[src/bpc_pkg.sv]
// Shared types and constants for the button press classifier.
`default_nettype none

package bpc_pkg;

    localparam int unsigned LONG_W  = 10;
    localparam int unsigned SHORT_W = 10;
    localparam int unsigned IDLE_W  = 16;
    localparam int unsigned PRESS_W = 11;
    localparam int unsigned CFG_IDX_W  = 2;
    localparam int unsigned CFG_DATA_W = 16;

    localparam logic [LONG_W-1:0]  LONG_RESET  = 10'd600;
    localparam logic [SHORT_W-1:0] SHORT_RESET = 10'd10;
    localparam logic [IDLE_W-1:0]  IDLE_RESET  = 16'd7000;

    localparam logic [PRESS_W-1:0] PRESS_MAX = {PRESS_W{1'b1}};
    localparam logic [IDLE_W-1:0]  IDLE_MAX  = {IDLE_W{1'b1}};

    // Configuration register indexes
    localparam logic [CFG_IDX_W-1:0] CFG_LONG_PRESS   = 2'd0;
    localparam logic [CFG_IDX_W-1:0] CFG_SHORT_MIN    = 2'd1;
    localparam logic [CFG_IDX_W-1:0] CFG_IDLE_TIMEOUT = 2'd2;

    // Command codes
    localparam logic CMD_TICK = 1'b0;
    localparam logic CMD_WAKE = 1'b1;

    typedef enum logic [1:0] {
        CLICK_NONE  = 2'd0,
        CLICK_SHORT = 2'd1,
        CLICK_LONG  = 2'd2
    } click_kind_t;

    typedef struct packed {
        logic [LONG_W-1:0]  long_press_ticks;
        logic [SHORT_W-1:0] short_min_ticks;
        logic [IDLE_W-1:0]  idle_timeout_ticks;
    } cfg_t;

    typedef struct packed {
        logic command;
        logic button_level;
        logic sleep_enable;
    } item_t;

    typedef struct packed {
        click_kind_t click_kind;
        logic        sleep_request;
    } result_t;

endpackage

`default_nettype wire

[src/button_press_classifier_core.sv]
// Top level of the button press classifier: input stage, classifier, result register.
// An accepted beat is held in the input register, then classified into the result register (m_tdata).
// Throughput: one beat per cycle while no configuration write is pending; the input register
// and result register advance together whenever the result register is empty or being taken.
// Reset (rst_n low, asynchronous): both stages empty, counters and sleep cleared,
// thresholds back to 600 / 10 / 7000 ticks. Config writes wait for an empty input stage.
`default_nettype none

module button_press_classifier_core (
    input  wire logic        clk,
    input  wire logic        rst_n,
    // Input stream
    input  wire logic        s_tvalid,
    output logic             s_tready,
    input  wire logic [7:0]  s_tdata,   // [0] button_level, [1] sleep_enable, [7:2] zero
    input  wire logic        s_tuser,   // [0] command (0 tick, 1 wake)
    // Result stream
    output logic             m_tvalid,
    input  wire logic        m_tready,
    output logic [7:0]       m_tdata,   // [1:0] click_kind, [2] sleep_request, [7:3] zero
    // Configuration write channel
    input  wire logic        cfg_valid,
    output logic             cfg_ready,
    input  wire logic [bpc_pkg::CFG_IDX_W-1:0]  cfg_index,
    input  wire logic [bpc_pkg::CFG_DATA_W-1:0] cfg_data
);
    import bpc_pkg::*;

    cfg_t    cfg;
    item_t   in_item_reg;
    logic    in_valid_reg;
    result_t res;
    result_t out_res_reg;
    logic    out_valid_reg;
    logic    advance;

    // Move the held beat into the result register when that register is free
    assign advance  = in_valid_reg && (!out_valid_reg || m_tready);
    // Hold off new input beats while a configuration write is pending
    assign s_tready = (!in_valid_reg || advance) && !cfg_valid;
    // Take a write only once no beat waits for classification
    assign cfg_ready = !in_valid_reg;

    bpc_cfg_regs u_cfg (
        .clk      (clk),
        .rst_n    (rst_n),
        .wr_en    (cfg_valid && cfg_ready),
        .wr_index (cfg_index),
        .wr_data  (cfg_data),
        .cfg      (cfg)
    );

    // Input stage: hold the beat until the classifier consumes it
    always_ff @(posedge clk or negedge rst_n)
    begin
        if (!rst_n)
            in_valid_reg <= 1'b0;
        else if (s_tready)
            in_valid_reg <= s_tvalid;
        else if (advance)
            in_valid_reg <= 1'b0;
    end

    always_ff @(posedge clk)
    begin
        if (s_tvalid && s_tready)
        begin
            in_item_reg.command      <= s_tuser;
            in_item_reg.button_level <= s_tdata[0];
            in_item_reg.sleep_enable <= s_tdata[1];
        end
    end

    // Counters update exactly once per beat, when it advances
    bpc_classify u_classify (
        .clk   (clk),
        .rst_n (rst_n),
        .fire  (advance),
        .item  (in_item_reg),
        .cfg   (cfg),
        .res   (res)
    );

    // Result register: hold until the downstream side takes the beat
    always_ff @(posedge clk or negedge rst_n)
    begin
        if (!rst_n)
            out_valid_reg <= 1'b0;
        else if (advance)
            out_valid_reg <= 1'b1;
        else if (m_tready)
            out_valid_reg <= 1'b0;
    end

    always_ff @(posedge clk)
    begin
        if (advance)
            out_res_reg <= res;
    end

    assign m_tvalid = out_valid_reg;
    assign m_tdata  = {5'b0, out_res_reg.sleep_request, out_res_reg.click_kind};

endmodule

`default_nettype wire

[src/bpc_cfg_regs.sv]
// Configuration register file for the button press classifier.
`default_nettype none

module bpc_cfg_regs (
    input  wire logic                            clk,
    input  wire logic                            rst_n,
    input  wire logic                            wr_en,
    input  wire logic [bpc_pkg::CFG_IDX_W-1:0]   wr_index,
    input  wire logic [bpc_pkg::CFG_DATA_W-1:0]  wr_data,
    output bpc_pkg::cfg_t                        cfg
);
    import bpc_pkg::*;

    cfg_t cfg_reg;

    always_ff @(posedge clk or negedge rst_n)
    begin
        if (!rst_n)
        begin
            cfg_reg.long_press_ticks   <= LONG_RESET;
            cfg_reg.short_min_ticks    <= SHORT_RESET;
            cfg_reg.idle_timeout_ticks <= IDLE_RESET;
        end
        else if (wr_en)
        begin
            unique case (wr_index)
                CFG_LONG_PRESS:   cfg_reg.long_press_ticks   <= wr_data[LONG_W-1:0];
                CFG_SHORT_MIN:    cfg_reg.short_min_ticks    <= wr_data[SHORT_W-1:0];
                CFG_IDLE_TIMEOUT: cfg_reg.idle_timeout_ticks <= wr_data[IDLE_W-1:0];
                default:          ; // drop writes to unused indexes
            endcase
        end
    end

    assign cfg = cfg_reg;

endmodule

`default_nettype wire

[src/bpc_classify.sv]
// Press and idle counters with the click and sleep decision logic.
`default_nettype none

module bpc_classify (
    input  wire logic     clk,
    input  wire logic     rst_n,
    input  wire logic     fire,
    input  wire bpc_pkg::item_t  item,
    input  wire bpc_pkg::cfg_t   cfg,
    output bpc_pkg::result_t res
);
    import bpc_pkg::*;

    logic [PRESS_W-1:0] press_count_reg, press_count_next;
    logic [IDLE_W-1:0]  idle_count_reg,  idle_count_next;
    logic               asleep_reg,      asleep_next;
    click_kind_t        kind;

    always_comb
    begin
        press_count_next = press_count_reg;
        idle_count_next  = idle_count_reg;
        asleep_next      = asleep_reg;
        kind             = CLICK_NONE;
        if (item.command == CMD_WAKE)
        begin
            idle_count_next = '0;
            asleep_next     = 1'b0;
        end
        else if (!asleep_reg)
        begin
            if (!item.button_level)
            begin
                if (press_count_reg > {1'b0, cfg.long_press_ticks})
                begin
                    kind             = CLICK_LONG;
                    press_count_next = '0;
                end
                else if (press_count_reg != PRESS_MAX)
                begin
                    press_count_next = press_count_reg + 1'b1;
                end
            end
            else if (press_count_reg >= {1'b0, cfg.short_min_ticks})
            begin
                kind             = CLICK_SHORT;
                press_count_next = '0;
            end
            else
            begin
                if (item.sleep_enable && idle_count_reg != IDLE_MAX)
                    idle_count_next = idle_count_reg + 1'b1;
                if (idle_count_next > cfg.idle_timeout_ticks)
                    asleep_next = 1'b1;
                press_count_next = '0;
            end
        end
    end

    always_ff @(posedge clk or negedge rst_n)
    begin
        if (!rst_n)
        begin
            press_count_reg <= '0;
            idle_count_reg  <= '0;
            asleep_reg      <= 1'b0;
        end
        else if (fire)
        begin
            press_count_reg <= press_count_next;
            idle_count_reg  <= idle_count_next;
            asleep_reg      <= asleep_next;
        end
    end

    assign res.click_kind    = kind;
    assign res.sleep_request = asleep_next;

    // Ticks while asleep leave all counters untouched
    a_asleep_hold: assert property (@(posedge clk) disable iff (!rst_n)
        fire && item.command == CMD_TICK && asleep_reg
        |=> $stable(press_count_reg) && $stable(idle_count_reg) && asleep_reg)
        else $error("tick while asleep changed state");

    // A wake beat clears idle count and sleep
    a_wake_clear: assert property (@(posedge clk) disable iff (!rst_n)
        fire && item.command == CMD_WAKE
        |=> idle_count_reg == '0 && !asleep_reg)
        else $error("wake did not clear idle state");

    // Any reported click restarts the press counter
    a_click_clear: assert property (@(posedge clk) disable iff (!rst_n)
        fire && kind != CLICK_NONE |=> press_count_reg == '0)
        else $error("press counter not cleared after click");

endmodule

`default_nettype wire
[config.mk]
export PLATFORM = sky130hd
export DESIGN_NAME = button_press_classifier_core
export DESIGN_NICKNAME = d
export VERILOG_FILES = /design/src/bpc_pkg.sv /design/src/button_press_classifier_core.sv /design/src/bpc_cfg_regs.sv /design/src/bpc_classify.sv
export SDC_FILE = /design/constraint.sdc
export NUM_CORES = 1
export LEC_CHECK = 0
export BUFFER_PORTS_ARGS = -buffer_cell sky130_fd_sc_hd__buf_2
export CAP_MARGIN = 20
export CORE_MARGIN = 3
export CORE_UTILIZATION = 50
export DETAILED_ROUTE_END_ITERATION = 12
export PLACE_DENSITY = 0.65
export SYNTH_ARGS = -nofsm -noshare
export SYNTH_HDL_FRONTEND = slang
export SYNTH_HIERARCHICAL = 1
export SYNTH_SLANG_ARGS = --single-unit
[constraint.sdc]
create_clock -name clk -period 4.17 [get_ports clk]
set_input_delay 0 -clock clk [delete_from_list [all_inputs] [get_ports clk]]
set_output_delay 0 -clock clk [all_outputs]
set_load 0.1 [all_outputs]
==> reports/results.tsv <==
metric	value	unit
synth_edf_count	6	
period_needed	3630	ps
powerDensity	409	nW/um2
grt_pass1_wl	17300	um
hp-class	in -> reg	
worst_setup_path_start_kind	register	
ant_nets	0	
cts_tree	done	
syn_area_per_cell	9.99	um2
drt_iter0_drc	133	
status	finished, final reports clean	
first_global_vias	3594	
rrSetupSlack	540	ps
finalWirelength	10500	um
row_count	35	
hold_ws	133	ps
switching_power	0.000760	W
rr_worst_depth	12	
numCtsBuffers	9	
p_clk_frac	0.273	
initial_core_util	0.516	
clock_skew	9.11	ps
maxSlewViolCount	0	
final_cell_mix	53 x dfrtp_1, 48 x inv_1, 38 x ha_1	
area_growth	13.0	%
core	9280	um2
htree_levels	3	
p_leak	2.51	nW
antenna_found_initial	0	
crit_path_max_incr_delay	610	ps
hpwl	7610	um
num_vias	3676	
gp_congestion	0.878	
layout.cells.non_filler	661	
yosys_warnings	6	
fp.dieW	104	um
grt_max_degree	67	
final_common_cell	dfrtp_1	
synth-seq-area-share	0.386	
hold_path_end	in_item_reg[2]$_DFFE_PP_	
die_area	10800	um2
yosysUniqueCellTypes	70	
required	4260	ps
synth-main-ff-cell	dfrtp_1	
power.internal	0.00145	W
io_buffers	31	
netlist_instances	480	
diodes	0	
holdCritStartpoint	cfg_valid	
synth_area	4790	um2
worstReg2RegStart	u_classify/idle_count_reg[0]$_DFFE_PN0P_	
drtPass1Iterations	5	
period_share	0.871	
async_flop_share	0.917	
grt.total_usage	0.201	
relSlewSlack	0.445	
peakVddDrop	239	uV
worstPathMaxFanout	5	
fmax	275	MHz
sequentialPowerShare	0.431	
path_clk_slew	80	ps
drc	0	
drive_gt1_frac	0.226	
path_class	reg -> reg	
post_dp_cell_area	4960	um2
cts.sinks	72	
critPathCaptureType	register	
comb_power_share	0.296	
placed_cells	621	
crit_arrival	3720	ps
stdcell_area	5420	um2
finalHoldViolCount	0	
avgRoutedWirePerCell	15.9	um
hold-path-cell-count	3	
insertion_delay	360	ps
setup_tns	0	ps
swShare	0.343	
viasPerCell	5.56	
gr-total-overflow	0	
fin_nets	597	
maxCapViolations	0	
dieHeight	104	um
slowest_stage	nor4b_1	
ys_ff_latch	72	
clockRootBuffer	clkbuf_8	
reg2reg_to	m_tdata[2]$_DFFE_PP_	
finalSetupViolations	0	
io_pins	43	
rsz0062_at_grt	false	
tightest_slew	832	ps
largest_reg_flops	36	
clk_path_buf_depth	2	
cp_cell_sequence	ha_1, nand4_1, or4_1, and2_1, nand2_1, nand2_1, ha_1, nor2b_1, o211ai_1, a2111oi_0, nor4b_1, o41ai_1	
[metal layers]
layer	global-route usage	wire, um	vias to the layer above
met2	0.344	5240	55
met5	0	0	-
met1	0.251	4700	1759
met4	0.0836	263	0
li1	-	-	1839
met3	0.0354	311	23
[worst max-delay path, delay by kind of cell (launching register included)]
kind	cells	cell delay [ps]
adders and majority gates	2	560
and+or+nand+nor	7	1950
DFF	1	430
AOI/OAI and AO/OA	3	430
[metrics by stage]
step                power [W]  utilization  worst slack [ps]
detailed placement    0.00161        0.534               573
global placement      0.00157        0.534               659
finish                0.00221        0.583               539
floorplan             0.00145            -               974
CTS                   0.00223        0.583               537
global route          0.00237        0.583               341
[power groups by stage]
stage	registers (W)	clock network, W	logic [W]
floorplan	0.000952	0	0.000494
global placement	0.000963	0	0.000612
detailed placement	0.000970	0	0.000641
CTS	0.000956	0.000616	0.000662
global route	0.000978	0.000648	0.000744
finish	0.000954	0.000603	0.000656
[cell usage after synthesis, drive strengths merged (4+ instances only)]
cell type  number  area share
a21oi          23       0.025
o221ai          5      0.0091
or4             4      0.0070
nor2           20       0.016
or3             5      0.0076
edfxtp          6       0.038
xor2            5      0.0091
o21ai          14       0.015
inv            48       0.038
o211ai          5      0.0099
nand4          19       0.026
nand3b          5       0.010
xnor2           6       0.011
ha             38       0.099
a211oi          7       0.011
clkbuf         14       0.018
nor4            8       0.012
nor3           11       0.011
dfrtp          53        0.28
mux2           38       0.097
buf            14       0.024
o31ai           5      0.0078
nand2          31       0.024
nand2b          4      0.0068
a21o            4      0.0065
dfstp          13       0.071
nand3          26       0.029
[logic make-up after synthesis]
family	after synthesis	synth area share
and+or+nand+nor	160	0.195
AOI/OAI and AO/OA	82	0.119
buffers and inverters	76	0.0796
DFF	72	0.386
muxes	40	0.101
adders and majority gates	38	0.0992
xor gates and xnor gates	11	0.0201
other	1	0.000782
[worst max-delay path by stage]
| stage | from | endpoint | cells past startpoint |
|---|---|---|---|
| finish | u_classify/idle_count_reg[0]$_DFFE_PN0P_ | m_tdata[2]$_DFFE_PP_ | 12 |
| detailed placement | u_classify/idle_count_reg[0]$_DFFE_PN0P_ | m_tdata[2]$_DFFE_PP_ | 12 |
| CTS | u_classify/idle_count_reg[0]$_DFFE_PN0P_ | m_tdata[2]$_DFFE_PP_ | 12 |
| global route | u_classify/idle_count_reg[0]$_DFFE_PN0P_ | m_tdata[2]$_DFFE_PP_ | 12 |
| global placement | u_classify/idle_count_reg[0]$_DFFE_PN0P_ | m_tdata[2]$_DFFE_PP_ | 12 |
| floorplan | u_classify/idle_count_reg[0]$_DFFE_PN0P_ | m_tdata[2]$_DFFE_PP_ | 14 |
[repair_timing]
item / in CTS / in global routing
hold buffers: 24 / 0
setup buffers: 0 / 0
hold endpoints to repair: 94 / 0
gates resized for setup: 0 / 0
[final cells by class]
class	instances	area, um2
Tap cell	129	161
Clock buffer	11	153
Clock inverter	5	61.3
Timing Repair Buffer	60	433
Fill cell	817	3870
Sequential cell	72	1850
Multi-Input combinational cell	336	2580
Inverter	48	180
(Power assumes the default switching activity.)
